$ cat src/hw/rtl/tmr_pkg.sv
// shared constants, types and command structs for the torus medoid recentre block
package tmr_pkg;

   localparam int MAX_POINTS   = 64;
   localparam int COORD_BITS   = 8;
   localparam int IDX_BITS     = $clog2(MAX_POINTS);
   localparam int CNT_BITS     = $clog2(MAX_POINTS + 1);
   localparam int WIDE_BITS    = COORD_BITS + 2;
   localparam int DIST_BITS    = COORD_BITS + 3;
   localparam int WEIGHT_BITS  = $clog2(MAX_POINTS * 2 * (2 ** COORD_BITS)) + 1;
   localparam int DIV_STEPS    = COORD_BITS + 1;
   localparam int STEP_BITS    = $clog2(DIV_STEPS);
   localparam int CSR_ADDR_BITS = 2;

   localparam logic [COORD_BITS-1:0] WIDTH_RESET  = COORD_BITS'(32);
   localparam logic [COORD_BITS-1:0] HEIGHT_RESET = COORD_BITS'(32);

   typedef enum logic [CSR_ADDR_BITS-1:0] {
      CSR_WORLD_WIDTH  = 2'd0,
      CSR_WORLD_HEIGHT = 2'd1
   } csr_index_type;

   typedef logic [COORD_BITS-1:0] coord_type;

   typedef struct packed {
      coord_type x;
      coord_type y;
   } point_type;

   typedef struct packed {
      logic                wr_en;
      logic [IDX_BITS-1:0] wr_addr;
      logic [IDX_BITS-1:0] rd_addr;
      logic                scan;
      logic                pivot_load;
      logic                acc_clear;
      logic                compare;
      logic                first;
      logic                prep;
      logic                div_step;
      logic                emit;
      logic                emit_last;
   } cmd_type;

   typedef struct packed {
      logic out_free;
   } status_type;

endpackage

$ cat src/hw/rtl/tmr_channels.sv
// handshake interfaces for the point, result and register write channels
interface tmr_req_if;
   logic                valid;
   logic                ready;
   tmr_pkg::coord_type  point_x;
   tmr_pkg::coord_type  point_y;
   logic                last_point;

   modport source (output valid, output point_x, output point_y, output last_point,
                   input ready);
   modport sink   (input valid, input point_x, input point_y, input last_point,
                   output ready);
endinterface

interface tmr_rsp_if;
   logic                valid;
   logic                ready;
   tmr_pkg::coord_type  shifted_x;
   tmr_pkg::coord_type  shifted_y;
   logic                last_result;

   modport source (output valid, output shifted_x, output shifted_y, output last_result,
                   input ready);
   modport sink   (input valid, input shifted_x, input shifted_y, input last_result,
                   output ready);
endinterface

interface tmr_csr_if;
   logic                                 valid;
   logic                                 ready;
   logic [tmr_pkg::CSR_ADDR_BITS-1:0]    index;
   tmr_pkg::coord_type                   data;

   modport source (output valid, output index, output data, input ready);
   modport sink   (input valid, input index, input data, output ready);
endinterface

$ cat src/hw/rtl/tmr_ctrl.sv
// sequencer: batch loading, weight scan, centre selection and result emission
module tmr_ctrl (
   input  logic                clock,
   input  logic                reset,
   input  logic                req_valid,
   input  logic                req_last,
   output logic                req_ready,
   input  tmr_pkg::status_type status,
   output tmr_pkg::cmd_type    cmd
);

   typedef enum logic [10:0] {
      ST_LOAD      = 11'b000_0000_0001,
      ST_FETCH_I   = 11'b000_0000_0010,
      ST_LATCH_I   = 11'b000_0000_0100,
      ST_SCAN      = 11'b000_0000_1000,
      ST_DRAIN1    = 11'b000_0001_0000,
      ST_DRAIN2    = 11'b000_0010_0000,
      ST_COMPARE   = 11'b000_0100_0000,
      ST_OUT_FETCH = 11'b000_1000_0000,
      ST_OUT_PREP  = 11'b001_0000_0000,
      ST_OUT_DIV   = 11'b010_0000_0000,
      ST_OUT_EMIT  = 11'b100_0000_0000
   } state_type;

   state_type                         state_ff, state_in;
   logic [tmr_pkg::CNT_BITS-1:0]      count_ff, count_in;
   logic [tmr_pkg::CNT_BITS-1:0]      i_ff, i_in;
   logic [tmr_pkg::CNT_BITS-1:0]      k_ff, k_in;
   logic [tmr_pkg::STEP_BITS-1:0]     step_ff, step_in;
   logic                              req_fire;
   logic                              store_ok;
   logic                              i_last;
   logic                              k_last;

   assign req_ready = (state_ff == ST_LOAD);
   assign req_fire  = req_valid && req_ready;
   assign store_ok  = count_ff < tmr_pkg::CNT_BITS'(tmr_pkg::MAX_POINTS);
   assign i_last    = (i_ff == count_ff - tmr_pkg::CNT_BITS'(1));
   assign k_last    = (k_ff == count_ff - tmr_pkg::CNT_BITS'(1));

   always_comb begin
      state_in      = state_ff;
      count_in      = count_ff;
      i_in          = i_ff;
      k_in          = k_ff;
      step_in       = step_ff;
      cmd           = '0;
      cmd.wr_addr   = count_ff[tmr_pkg::IDX_BITS-1:0];
      cmd.rd_addr   = i_ff[tmr_pkg::IDX_BITS-1:0];
      cmd.first     = (i_ff == '0);
      cmd.emit_last = i_last;
      unique case (state_ff)
         ST_LOAD: begin
            if (req_fire) begin
               // points past capacity are dropped, but a last marker still closes the batch
               cmd.wr_en = store_ok;
               if (store_ok) begin
                  count_in = count_ff + tmr_pkg::CNT_BITS'(1);
               end
               if (req_last) begin
                  i_in     = '0;
                  state_in = ST_FETCH_I;
               end
            end
         end
         ST_FETCH_I: begin
            state_in = ST_LATCH_I;
         end
         ST_LATCH_I: begin
            cmd.rd_addr    = '0;
            cmd.scan       = 1'b1;
            cmd.pivot_load = 1'b1;
            cmd.acc_clear  = 1'b1;
            k_in           = tmr_pkg::CNT_BITS'(1);
            state_in       = (count_ff == tmr_pkg::CNT_BITS'(1)) ? ST_DRAIN1 : ST_SCAN;
         end
         ST_SCAN: begin
            cmd.rd_addr = k_ff[tmr_pkg::IDX_BITS-1:0];
            cmd.scan    = 1'b1;
            k_in        = k_ff + tmr_pkg::CNT_BITS'(1);
            if (k_last) begin
               state_in = ST_DRAIN1;
            end
         end
         ST_DRAIN1: begin
            state_in = ST_DRAIN2;
         end
         ST_DRAIN2: begin
            state_in = ST_COMPARE;
         end
         ST_COMPARE: begin
            cmd.compare = 1'b1;
            if (i_last) begin
               i_in     = '0;
               state_in = ST_OUT_FETCH;
            end else begin
               i_in     = i_ff + tmr_pkg::CNT_BITS'(1);
               state_in = ST_FETCH_I;
            end
         end
         ST_OUT_FETCH: begin
            state_in = ST_OUT_PREP;
         end
         ST_OUT_PREP: begin
            cmd.prep = 1'b1;
            step_in  = '0;
            state_in = ST_OUT_DIV;
         end
         ST_OUT_DIV: begin
            cmd.div_step = 1'b1;
            step_in      = step_ff + tmr_pkg::STEP_BITS'(1);
            if (step_ff == tmr_pkg::STEP_BITS'(tmr_pkg::DIV_STEPS - 1)) begin
               state_in = ST_OUT_EMIT;
            end
         end
         ST_OUT_EMIT: begin
            if (status.out_free) begin
               cmd.emit = 1'b1;
               if (i_last) begin
                  count_in = '0;
                  i_in     = '0;
                  state_in = ST_LOAD;
               end else begin
                  i_in     = i_ff + tmr_pkg::CNT_BITS'(1);
                  state_in = ST_OUT_FETCH;
               end
            end
         end
         default: begin
            state_in = ST_LOAD;
         end
      endcase
   end

   always_ff @(posedge clock) begin
      if (reset) begin
         state_ff <= ST_LOAD;
         count_ff <= '0;
         i_ff     <= '0;
         k_ff     <= '0;
         step_ff  <= '0;
      end else begin
         state_ff <= state_in;
         count_ff <= count_in;
         i_ff     <= i_in;
         k_ff     <= k_in;
         step_ff  <= step_in;
      end
   end

`ifndef SYNTHESIS
   a_count_bound: assert property (@(posedge clock) disable iff (reset)
      count_ff <= tmr_pkg::CNT_BITS'(tmr_pkg::MAX_POINTS))
      else $error("point count beyond store capacity");

   a_emit_free: assert property (@(posedge clock) disable iff (reset)
      cmd.emit |-> status.out_free)
      else $error("result emitted into an occupied output register");

   a_batch_end: assert property (@(posedge clock) disable iff (reset)
      (cmd.emit && cmd.emit_last) |=> (count_ff == '0 && state_ff == ST_LOAD))
      else $error("batch did not close after its final result");

   a_index_range: assert property (@(posedge clock) disable iff (reset)
      (state_ff != ST_LOAD) |-> (i_ff < count_ff))
      else $error("point index outside the loaded batch");
`endif

endmodule

$ cat src/hw/rtl/tmr_datapath.sv
// point store, pairwise distance accumulator, centre register, remainder units and output register
module tmr_datapath (
   input  logic                 clock,
   input  logic                 reset,
   input  tmr_pkg::cmd_type     cmd,
   output tmr_pkg::status_type  status,
   input  tmr_pkg::point_type   wr_point,
   tmr_csr_if.sink              csr,
   tmr_rsp_if.source            rsp
);

   tmr_pkg::coord_type                    world_width_ff;
   tmr_pkg::coord_type                    world_height_ff;

   tmr_pkg::point_type                    point_mem [tmr_pkg::MAX_POINTS];
   tmr_pkg::point_type                    rd_data_ff;
   tmr_pkg::point_type                    pivot_ff;

   logic                                  scan_valid_ff;
   logic                                  dist_valid_ff;
   logic [tmr_pkg::DIST_BITS-1:0]         dist_ff, dist_in;
   logic signed [tmr_pkg::WIDE_BITS-1:0]  dist_x, dist_y;
   logic signed [tmr_pkg::WEIGHT_BITS-1:0] acc_ff;
   logic signed [tmr_pkg::WEIGHT_BITS-1:0] lowest_ff;
   tmr_pkg::coord_type                    centre_col_ff;
   tmr_pkg::coord_type                    centre_row_ff;

   logic signed [tmr_pkg::WIDE_BITS-1:0]  vx_in, vy_in;
   logic signed [tmr_pkg::WIDE_BITS-1:0]  xv_ff, yv_ff;
   logic                                  need_x_ff, need_y_ff;
   logic                                  ox0_ff;
   logic [tmr_pkg::COORD_BITS:0]          xq_ff, yq_ff;
   tmr_pkg::coord_type                    xr_ff, yr_ff;

   logic signed [tmr_pkg::WIDE_BITS-1:0]  x_fin, y_fin;
   logic                                  bump;
   logic                                  rsp_valid_ff;
   tmr_pkg::coord_type                    shifted_x_ff, shifted_y_ff;
   logic                                  last_result_ff;

   function automatic logic signed [tmr_pkg::WIDE_BITS-1:0] axis_dist(
      tmr_pkg::coord_type a, tmr_pkg::coord_type b, tmr_pkg::coord_type size);
      tmr_pkg::coord_type                   direct;
      logic signed [tmr_pkg::WIDE_BITS-1:0] direct_s;
      logic signed [tmr_pkg::WIDE_BITS-1:0] around;
      direct   = (a >= b) ? a - b : b - a;
      direct_s = $signed({2'b00, direct});
      around   = $signed({2'b00, size}) - direct_s;
      // the way round may go negative for coordinates outside the world, and then wins
      return (direct_s > around) ? around : direct_s;
   endfunction

   function automatic logic signed [tmr_pkg::WIDE_BITS-1:0] centre_offset(
      tmr_pkg::coord_type p, tmr_pkg::coord_type c, tmr_pkg::coord_type size);
      logic signed [tmr_pkg::WIDE_BITS-1:0] v;
      v = $signed({2'b00, p}) - $signed({2'b00, c})
          + $signed({3'b000, size[tmr_pkg::COORD_BITS-1:1]});
      if (v < 0) begin
         v = v + $signed({2'b00, size});
      end
      return v;
   endfunction

   function automatic logic needs_reduce(
      logic signed [tmr_pkg::WIDE_BITS-1:0] v, tmr_pkg::coord_type size);
      return (size != '0) && (v >= $signed({2'b00, size}));
   endfunction

   // one restoring step of the remainder, one dividend bit per cycle
   function automatic tmr_pkg::coord_type rem_step(
      tmr_pkg::coord_type r, logic b, tmr_pkg::coord_type d);
      logic [tmr_pkg::COORD_BITS:0] t;
      t = {r, b};
      if (t >= {1'b0, d}) begin
         t = t - {1'b0, d};
      end
      return t[tmr_pkg::COORD_BITS-1:0];
   endfunction

   // register writes
   assign csr.ready = 1'b1;

   always_ff @(posedge clock) begin
      if (reset) begin
         world_width_ff  <= tmr_pkg::WIDTH_RESET;
         world_height_ff <= tmr_pkg::HEIGHT_RESET;
      end else if (csr.valid) begin
         unique case (csr.index)
            tmr_pkg::CSR_WORLD_WIDTH:  world_width_ff  <= csr.data;
            tmr_pkg::CSR_WORLD_HEIGHT: world_height_ff <= csr.data;
            default: ;
         endcase
      end
   end

   // point store
   always_ff @(posedge clock) begin
      if (cmd.wr_en) begin
         point_mem[cmd.wr_addr] <= wr_point;
      end
      rd_data_ff <= point_mem[cmd.rd_addr];
   end

   // weight scan
   assign dist_x  = axis_dist(rd_data_ff.x, pivot_ff.x, world_width_ff);
   assign dist_y  = axis_dist(rd_data_ff.y, pivot_ff.y, world_height_ff);
   assign dist_in = {dist_x[tmr_pkg::WIDE_BITS-1], dist_x}
                  + {dist_y[tmr_pkg::WIDE_BITS-1], dist_y};

   always_ff @(posedge clock) begin
      if (reset) begin
         scan_valid_ff <= 1'b0;
         dist_valid_ff <= 1'b0;
      end else begin
         scan_valid_ff <= cmd.scan;
         dist_valid_ff <= scan_valid_ff;
      end
   end

   always_ff @(posedge clock) begin
      dist_ff <= dist_in;
      if (cmd.pivot_load) begin
         pivot_ff <= rd_data_ff;
      end
      if (cmd.acc_clear) begin
         acc_ff <= '0;
      end else if (dist_valid_ff) begin
         acc_ff <= acc_ff + $signed({{(tmr_pkg::WEIGHT_BITS - tmr_pkg::DIST_BITS)
                                      {dist_ff[tmr_pkg::DIST_BITS-1]}}, dist_ff});
      end
   end

   // centre selection, a tie goes to the later point
   always_ff @(posedge clock) begin
      if (reset) begin
         centre_col_ff <= '0;
         centre_row_ff <= '0;
         lowest_ff     <= '0;
      end else if (cmd.compare && (cmd.first || acc_ff <= lowest_ff)) begin
         centre_col_ff <= pivot_ff.x;
         centre_row_ff <= pivot_ff.y;
         lowest_ff     <= acc_ff;
      end
   end

   // recentring and wrap
   assign vx_in = centre_offset(rd_data_ff.x, centre_col_ff, world_width_ff);
   assign vy_in = centre_offset(rd_data_ff.y, centre_row_ff, world_height_ff);

   always_ff @(posedge clock) begin
      if (cmd.prep) begin
         xv_ff     <= vx_in;
         yv_ff     <= vy_in;
         need_x_ff <= needs_reduce(vx_in, world_width_ff);
         need_y_ff <= needs_reduce(vy_in, world_height_ff);
         ox0_ff    <= rd_data_ff.x[0];
         xq_ff     <= vx_in[tmr_pkg::COORD_BITS:0];
         yq_ff     <= vy_in[tmr_pkg::COORD_BITS:0];
         xr_ff     <= '0;
         yr_ff     <= '0;
      end else if (cmd.div_step) begin
         xr_ff <= rem_step(xr_ff, xq_ff[tmr_pkg::COORD_BITS], world_width_ff);
         yr_ff <= rem_step(yr_ff, yq_ff[tmr_pkg::COORD_BITS], world_height_ff);
         xq_ff <= {xq_ff[tmr_pkg::COORD_BITS-1:0], 1'b0};
         yq_ff <= {yq_ff[tmr_pkg::COORD_BITS-1:0], 1'b0};
      end
   end

   assign x_fin = need_x_ff ? $signed({2'b00, xr_ff}) : xv_ff;
   assign y_fin = need_y_ff ? $signed({2'b00, yr_ff}) : yv_ff;
   // a negative odd value always differs in parity, with truncating remainder
   assign bump  = ((x_fin < 0) && x_fin[0]) || (ox0_ff ^ x_fin[0]);

   // output register
   assign status.out_free = !rsp_valid_ff || rsp.ready;

   always_ff @(posedge clock) begin
      if (reset) begin
         rsp_valid_ff <= 1'b0;
      end else if (cmd.emit) begin
         rsp_valid_ff <= 1'b1;
      end else if (rsp.ready) begin
         rsp_valid_ff <= 1'b0;
      end
   end

   always_ff @(posedge clock) begin
      if (cmd.emit) begin
         shifted_x_ff   <= x_fin[tmr_pkg::COORD_BITS-1:0]
                         + {{(tmr_pkg::COORD_BITS - 1){1'b0}}, bump};
         shifted_y_ff   <= y_fin[tmr_pkg::COORD_BITS-1:0];
         last_result_ff <= cmd.emit_last;
      end
   end

   assign rsp.valid       = rsp_valid_ff;
   assign rsp.shifted_x   = shifted_x_ff;
   assign rsp.shifted_y   = shifted_y_ff;
   assign rsp.last_result = last_result_ff;

endmodule

$ cat src/hw/rtl/torus_medoid_recentre.sv
// top level of the torus medoid recentre block
// Points are taken one per cycle into a 64-entry store; a point arriving with the
// store full is dropped, though its last marker still closes the batch. After the
// last point the block accepts nothing until the batch has been sent out. The
// weight pass reads every pair through the store's single read port; for each
// of the n points of a batch it runs a pivot fetch, n pair reads, a drain of
// two states and a compare. Each centred point then goes through a store read,
// the offset and wrap, nine steps of the bit-serial remainder and the load of the
// output register, which waits while the sink holds off. Results come out in
// load order from a register that holds the final transaction while the next
// batch loads. Width and height reset to 32 and may be rewritten between batches.
module torus_medoid_recentre (
   input  logic       clock,
   input  logic       reset,
   tmr_req_if.sink    req_if,
   tmr_rsp_if.source  rsp_if,
   tmr_csr_if.sink    csr_if
);

   tmr_pkg::cmd_type     cmd;
   tmr_pkg::status_type  status;
   tmr_pkg::point_type   wr_point;

   assign wr_point.x = req_if.point_x;
   assign wr_point.y = req_if.point_y;

   tmr_ctrl u_ctrl (
      .clock     (clock),
      .reset     (reset),
      .req_valid (req_if.valid),
      .req_last  (req_if.last_point),
      .req_ready (req_if.ready),
      .status    (status),
      .cmd       (cmd)
   );

   tmr_datapath u_datapath (
      .clock    (clock),
      .reset    (reset),
      .cmd      (cmd),
      .status   (status),
      .wr_point (wr_point),
      .csr      (csr_if),
      .rsp      (rsp_if)
   );

endmodule

$ cat src/flat_wrapper.sv
// flat-port wrapper written by rule: the top's interface ports become plain ports
module torus_medoid_recentre_flat 
  (clock, reset, req_if_valid, req_if_point_x, req_if_point_y, req_if_last_point, req_if_ready, rsp_if_valid, rsp_if_shifted_x, rsp_if_shifted_y, rsp_if_last_result, rsp_if_ready, csr_if_valid, csr_if_index, csr_if_data, csr_if_ready);
  tmr_req_if req_if_i ();
  tmr_rsp_if rsp_if_i ();
  tmr_csr_if csr_if_i ();
  input  logic clock;
  input  logic reset;
  input wire logic [$bits(req_if_i.valid)-1:0] req_if_valid;
  input wire logic [$bits(req_if_i.point_x)-1:0] req_if_point_x;
  input wire logic [$bits(req_if_i.point_y)-1:0] req_if_point_y;
  input wire logic [$bits(req_if_i.last_point)-1:0] req_if_last_point;
  output wire logic [$bits(req_if_i.ready)-1:0] req_if_ready;
  output wire logic [$bits(rsp_if_i.valid)-1:0] rsp_if_valid;
  output wire logic [$bits(rsp_if_i.shifted_x)-1:0] rsp_if_shifted_x;
  output wire logic [$bits(rsp_if_i.shifted_y)-1:0] rsp_if_shifted_y;
  output wire logic [$bits(rsp_if_i.last_result)-1:0] rsp_if_last_result;
  input wire logic [$bits(rsp_if_i.ready)-1:0] rsp_if_ready;
  input wire logic [$bits(csr_if_i.valid)-1:0] csr_if_valid;
  input wire logic [$bits(csr_if_i.index)-1:0] csr_if_index;
  input wire logic [$bits(csr_if_i.data)-1:0] csr_if_data;
  output wire logic [$bits(csr_if_i.ready)-1:0] csr_if_ready;
  assign req_if_i.valid = req_if_valid;
  assign req_if_i.point_x = req_if_point_x;
  assign req_if_i.point_y = req_if_point_y;
  assign req_if_i.last_point = req_if_last_point;
  assign req_if_ready = req_if_i.ready;
  assign rsp_if_valid = rsp_if_i.valid;
  assign rsp_if_shifted_x = rsp_if_i.shifted_x;
  assign rsp_if_shifted_y = rsp_if_i.shifted_y;
  assign rsp_if_last_result = rsp_if_i.last_result;
  assign rsp_if_i.ready = rsp_if_ready;
  assign csr_if_i.valid = csr_if_valid;
  assign csr_if_i.index = csr_if_index;
  assign csr_if_i.data = csr_if_data;
  assign csr_if_ready = csr_if_i.ready;
  torus_medoid_recentre u_core (.clock(clock), .reset(reset), .req_if(req_if_i), .rsp_if(rsp_if_i), .csr_if(csr_if_i));
endmodule
$ cat config.mk
export PLATFORM = sky130hd
export DESIGN_NAME = torus_medoid_recentre_flat
export DESIGN_NICKNAME = d
export VERILOG_FILES = /design/src/hw/rtl/tmr_pkg.sv /design/src/hw/rtl/tmr_channels.sv /design/src/hw/rtl/tmr_ctrl.sv /design/src/hw/rtl/tmr_datapath.sv /design/src/hw/rtl/torus_medoid_recentre.sv /design/src/flat_wrapper.sv
export SDC_FILE = /design/constraint.sdc
export NUM_CORES = 2
export LEC_CHECK = 0
export BUFFER_PORTS_ARGS = -buffer_cell sky130_fd_sc_hd__buf_2
export CAP_MARGIN = 20
export CORE_AREA = 2 2 372 374
export DETAILED_ROUTE_END_ITERATION = 7
export DIE_AREA = 0 0 374 376
export SLEW_MARGIN = 10
export SYNTH_ARGS = -nofsm -noshare
export SYNTH_HDL_FRONTEND = slang
export SYNTH_SLANG_ARGS = --single-unit
export TNS_END_PERCENT = 10
$ cat constraint.sdc
create_clock -name clock -period 21.1 [get_ports clock]
set_input_delay 2.11 -clock clock [delete_from_list [all_inputs] [get_ports clock]]
set_output_delay 2.11 -clock clock [all_outputs]
set_load 0.005 [all_outputs]
# After elaboration in Yosys (flattened, before gate mapping)
# Memories as Yosys holds them, arrays and structs flattened. A register that Yosys moved wholly into a read port is not among the register bits.
# Cells that the tools add are included.
[word_totals]
mem_bits_rw = 1024
mem_count = 1
reg_bits = 202
inputBits = 32
[op_classes]
n_reduce_logical = 24
add_sub_neg = 22
n_eq_ne = 23
bitwise = 1
n_mux = 48
order_cmp = 13
[mem_list]
columns = ["name", "words", "word_bits", "read_ports", "rd_clocked_by_memory_dff", "wr", "line_no", "source"]
rows = [
  ["u_core.u_datapath.point_mem", 64, 16, 1, 1, 1, "tmr_datapath.sv:15", "tmr_pkg::point_type point_mem [tmr_pkg::MAX_POINTS];"],
]
[ops]
columns = ["operator", "count"]
rows = [
  ["one-hot mux 11 bit (11 select lines)", 1],
  ["two-way mux 7 bit", 8],
  ["two-way mux 8 bit", 7],
  ["two-way mux 11 bit", 5],
  ["two-way mux 10 bit", 5],
  ["subtractor 8 bit", 6],
  ["one-hot mux 7 bit (2 select lines)", 3],
  ["two-way mux 9 bit", 4],
  ["subtractor 8 x 8 -> 9 bit", 4],
  ["< comparator 10 x 1 -> 1 bit (second input constant)", 3],
  ["adder 7 x 1 -> 7 bit (second input constant)", 3],
  ["one-hot mux 7 bit (3 select lines)", 1],
  ["adder 10 x 9 -> 10 bit", 2],
  ["adder 9 x 8 -> 10 bit", 2],
  ["greater-or-equal comparator 10 x 9 -> 1 bit", 2],
  ["greater-or-equal comparator 9 x 8 -> 1 bit", 2],
  ["greater-than comparator 9 bit", 2],
  ["adder 16 x 11 -> 16 bit", 1],
  ["greater-or-equal comparator 8 bit", 2],
  ["<= comparator 16 bit", 1],
  ["nonzero test 8 bit", 2],
  ["equality test 7 bit", 2],
  ["adder 10 x 10 -> 11 bit", 1],
  ["equality test 11 x 1 -> 1 bit (second input constant)", 1],
  ["34 further kinds", 61],
]

# Depth between registers and ports, before layout
[logic_depth]
depth_word = 6
ltp_mapped = 39

# Modules after synthesis
# From an unflattened synthesis, not the netlist that was laid out.
[hier_totals]
cells_unflattened = 3241
area_unflattened_um2 = 54612.4
[by_module_without_submodules]
columns = ["module", "n_inst", "area_each_um2", "cells_per_inst"]
rows = [
  ["tmr_datapath", 1, 52121.2, 2922],
  ["tmr_ctrl", 1, 2491.1, 319],
]

# Worst setup path before layout
# No wires, ideal clock.
[synth_timing]
path_type = "reg2reg"
start = "reg u_core.u_datapath.rd_data_ff[8] (netlist name)"
end = "reg u_core.u_datapath.dist_ff[8] in the netlist's numbering"
path_buffers = 1
arrival_time_ns = 6.875
period_less_slack_ns = 6.947
setup_slack_ns = 14.153
path_stages_with_launch = 38
path_cell_list = "dfxtp_1 inv_1 ha_1 inv_1 fa_1 a21o_1 a2111oi_2 o31ai_1 buf_2 a211oi_1 nor2_1 xnor2_1 inv_1 ha_1 and4_1 a21oi_1 a31oi_1 o21ai_0 [2 not listed] inv_1 ha_1 and3_1 a221oi_1 o21ai_0 a21oi_4 mux2i_1 ha_1 inv_1 fa_1 inv_1 a21oi_1 o21ai_0 a21oi_1 o21bai_1 a21o_1 a21o_1 xor2_1"
[synth_via]
elab_chain_cells = 6
word_cells_on_any_way = 8
[synth_lines]
columns = ["element", "line_no", "source"]
rows = [
  ["subtractor 8 bit or greater-or-equal comparator 8 bit (tied branches)", "tmr_datapath.sv:46", "direct = (a >= b) ? a - b : b - a;"],
  ["two-way mux 8 bit *", "tmr_datapath.sv:46", ""],
  ["subtractor 8 x 8 -> 9 bit", "tmr_datapath.sv:48", "around = $signed({2'b00, size}) - direct_s;"],
  ["greater-than comparator 9 bit", "tmr_datapath.sv:50", "return (direct_s > around) ? around : direct_s;"],
  ["two-way mux 10 bit *", "tmr_datapath.sv:50", ""],
  ["adder 10 x 10 -> 11 bit *", "tmr_datapath.sv:108", "+ {dist_y[tmr_pkg::WIDE_BITS-1], dist_y};"],
  ["named net u_core.u_datapath.dist_in, one bit", "tmr_datapath.sv:21", "logic [tmr_pkg::DIST_BITS-1:0] dist_ff, dist_in;"],
  ["end signal: assignment", "tmr_datapath.sv:121", "dist_ff <= dist_in;"],
  ["end: declaration", "tmr_datapath.sv:21", ""],
]
# Mark *: on every way through the listed nets, which the timed path passes. The rest lies on a longest branch.
# A chain may end at the register's enable or synchronous reset.

# Final worst setup path
[layout_timing]
start = "reg u_core.u_datapath.rd_data_ff[0] (netlist name)"
end = "reg u_core.u_datapath.dist_ff[8] in the netlist's numbering"
[layout_via]
elab_chain_cells = 6
word_cells_on_any_way = 8
[layout_lines]
columns = ["element", "line_no"]
rows = [
  ["subtractor 8 bit or greater-or-equal comparator 8 bit (tied branches)", "tmr_datapath.sv:46"],
  ["two-way mux 8 bit *", "tmr_datapath.sv:46"],
  ["subtractor 8 x 8 -> 9 bit", "tmr_datapath.sv:48"],
  ["greater-than comparator 9 bit", "tmr_datapath.sv:50"],
  ["two-way mux 10 bit *", "tmr_datapath.sv:50"],
  ["adder 10 x 10 -> 11 bit *", "tmr_datapath.sv:108"],
  ["named net u_core.u_datapath.dist_in, one bit", "tmr_datapath.sv:21"],
]
# Marked as above.

==> results.cfg <==
[global_route]
antenna_found_initial = 0
grt_pass1_vias = 35140
grt-ovfl-total = 0
grt_max_degree = 162
grtUsageTotal = 0.2058
grt_first_pass_wirelength_um = 220900

[worst_setup_path]
critPathMaxFanout = 14
reg2reg_depth = 36
slowest_delay_ns = 0.53
path_class = reg -> reg
critPathTopFamily = compound AO/OA/AOI/OAI gates
cp.buffers_inverters = 6
crit_path_frequent_cell = inv_1
worst_setup_path_end_kind = flop
crit_slowest_cell = a32oi_2
cp.arrival_ns = 8.61
r2r_slack_ns = 13.18
worstPathRequired_ns = 21.79
worstReg2RegStart = u_core.u_datapath.rd_data_ff[0]
reg2reg_to = u_core.u_datapath.dist_ff[8]
worstSetupStartpointType = flop

[placement]
place_ws_ns = 13.09
gp_congestion = 0.8293
io_buffers = 50
hpwl_um = 87640

[logic_synthesis]
synth_seq_cells = 1241
synth_edf_count = 1095
post_synth_instance_area_mm2 = 0.05570
synth_area_leader_cell = edfxtp_1
yosys-top-cells-area = edfxtp_1 (59%), nand2_1 (7.6%), dfxtp_1 (5.2%), ha_1 (4.2%), nand3_1 (3.8%)
synth.top_cell.area_share = 0.5903
synth_area_per_cell_um2 = 11.74
synthArstFlopShare = 0
synth-main-ff-cell = edfxtp_1
ys_types = 90
syn-instance-count = 4745
synthesis.nets = 4976
yosys_warnings = 0
ys_seq_area_frac = 0.6428

[detailed_routing]
ant_nets = 0
drtIter0Drc = 3577
vias_per_cell = 5.470
vias = 36710
routed_wirelength_um = 146900
drc = 0
wl_per_cell_um = 21.90
firstDrtPassIters = 5

[cts]
cts_buffers = 136
clock_path_buffers = 3
cts_resized = 0
clock_latency_ns = 0.77
ctsHoldBuffers = 0
postCtsSetupBuffers = 0
h-tree-depth = 4
clkTransAtPathRegs_ns = 0.06
clock-root-buffer = clkbuf_16
clock-sinks = 1241
cts_tree = yes

[cells_and_area]
area_growth_pct = 12.30
final_cell_mix = nand2_1 (1134), edfxtp_1 (1095), nand3_1 (425), nor2_1 (224), ha_1 (185)
layout_commonest_cell = nand2_1
fill_cells = 12340
layout-drive-gt1-share = 0.09254
nNetsFinal = 5041
diodes = 0

[power_and_ir_drop]
p_sw_mw = 2.679
clockPowerShare = 0.294
power_frac_seq = 0.360
powerDensity_mw_per_mm2 = 126.4
p_leak_nw = 22.79
swShare = 0.3388
ir_worst_vdd_uv = 195.1
p_int_mw = 5.230
pwr-share-comb = 0.347

[worst_hold_path]
holdPathEnd = u_core.u_datapath.dist_valid_ff
min_from = u_core.u_datapath.scan_valid_ff
hold_class = reg -> reg
whs_path_depth = 1

[die]
fp-row-count = 136
initial_core_util = 0.4077
die_x_um = 374
core-area_mm2 = 0.1366
die-area_mm2 = 0.1406
io_pins = 52
dieHeight_um = 376

[sta]
worst_slack_ns = 13.18
timing.fmax_mhz = 126.2
finClkSkew_ns = 0.06881
rsz0062_at_grt = false
hold_viol_final = 0
finalSetupTns_ns = 0
fin_crit_ns = 7.921
worstMarginPinSlew_ns = 1.178
setup_viol = 0
relSlewSlack = 0.2126
fin_crit_sh = 0.3754
final-max-slew-violation-count = 0

[run_status]
status = finished, final reports clean

[flow_run]
drv_cap = 0
## kinds of logic (layout without fill, tap and decap cells)
logic type	after synthesis	count (layout)	synth area share
fa+ha+maj	201	201	0.04697
other cells	1	1	0.00006732
buf+inv	421	593	0.03185
simple gates	2085	2085	0.1648
compound gates	530	530	0.06721
flops	1241	1241	0.6428
xor+xnor	120	120	0.01900
mux	146	146	0.02734
## flip-flops by register name, indices dropped and copies added (netlist names), 9 cells and up
signal                        cells
u_core.u_datapath.point_mem    1024
u_core.u_datapath.acc_ff         16
u_core.u_datapath.lowest_ff      16
u_core.u_datapath.pivot_ff       16
u_core.u_datapath.rd_data_ff     16
u_core.u_ctrl.state_ff           11
u_core.u_datapath.dist_ff        11
u_core.u_datapath.xq_ff           9
u_core.u_datapath.xv_ff           9
u_core.u_datapath.yq_ff           9
## worst max path at each step
| stage | start | to | depth (start not counted) |
|---|---|---|---|
| after detailed placement | u_core.u_datapath.rd_data_ff[9] | u_core.u_datapath.dist_ff[8] | 35 |
| after CTS | u_core.u_datapath.rd_data_ff[9] | u_core.u_datapath.dist_ff[8] | 35 |
| after global placement | u_core.u_datapath.rd_data_ff[9] | u_core.u_datapath.dist_ff[8] | 35 |
| final | u_core.u_datapath.rd_data_ff[0] | u_core.u_datapath.dist_ff[8] | 36 |
| after global routing | u_core.u_datapath.rd_data_ff[8] | u_core.u_datapath.dist_ff[8] | 38 |
| after floorplan | u_core.u_datapath.rd_data_ff[8] | u_core.u_datapath.dist_ff[8] | 37 |
## cell usage after synthesis, types with 75 or more instances
cell and number:
nor2_1 232, nand2_1 1135, nand4_1 82, clkbuf_1 104
mux2i_1 99, ha_1 185, inv_1 181, buf_2 110
edfxtp_1 1095, o21ai_0 94, nand3_1 425, and3_1 77
a21oi_1 102, xnor2_1 75, dfxtp_1 146
## power by group through the flow
stage               clock (mW)  sequential, mW  combinational, mW
CTS                       2.36            2.85               2.75
global route              2.45            2.85               3.10
finish                    2.32            2.84               2.74
floorplan                    0            2.87               2.10
detailed placement           0            2.90               2.73
global placement             0            2.89               2.69
## area by class of cell
cell class                 count  area, um2  share of cell area
clock buffer                 173       3676             0.05876
clock inverter                72      706.9             0.01130
inverter                     182      683.2             0.01092
multi-input combinational   3083      18240              0.2915
sequential                  1241      35800              0.5724
tap                         1794       2245             0.03588
timing repair buffer         166       1202             0.01922
## worst reg2reg max path: cells and delay by family (launching register included)
family	cells	cell delay (ns)
compound gates	17	3.80
fa+ha+maj	6	1.74
xor+xnor	3	0.63
simple gates	2	0.50
mux	2	0.45
buf+inv	6	0.42
flops	1	0.33
## per-layer routing
layer	up-vias	share of wire	global-route usage	wire [um]
met5	-	0	0	0
met4	0	0.026	0.06539	3885
met3	195	0.061	0.02994	8974
met2	1143	0.47	0.3363	69640
met1	18100	0.44	0.2831	64450
li1	17270	-	-	-
## stage by stage
step	hold slack, ns	power, mW	instance area (um2)	util	std cells
finish	0.4585	7.909	62560	0.4578	6711
global route	0.4813	8.405	62560	0.4578	6711
CTS	0.4639	7.959	62490	0.4574	6707
detailed placement	0.4308	5.631	58110	0.4253	6462
global placement	0.4395	5.586	58110	0.4253	6462
floorplan	0.4138	4.970	55700	-	4745
Note: power is estimated with default switching activity, not from simulation.
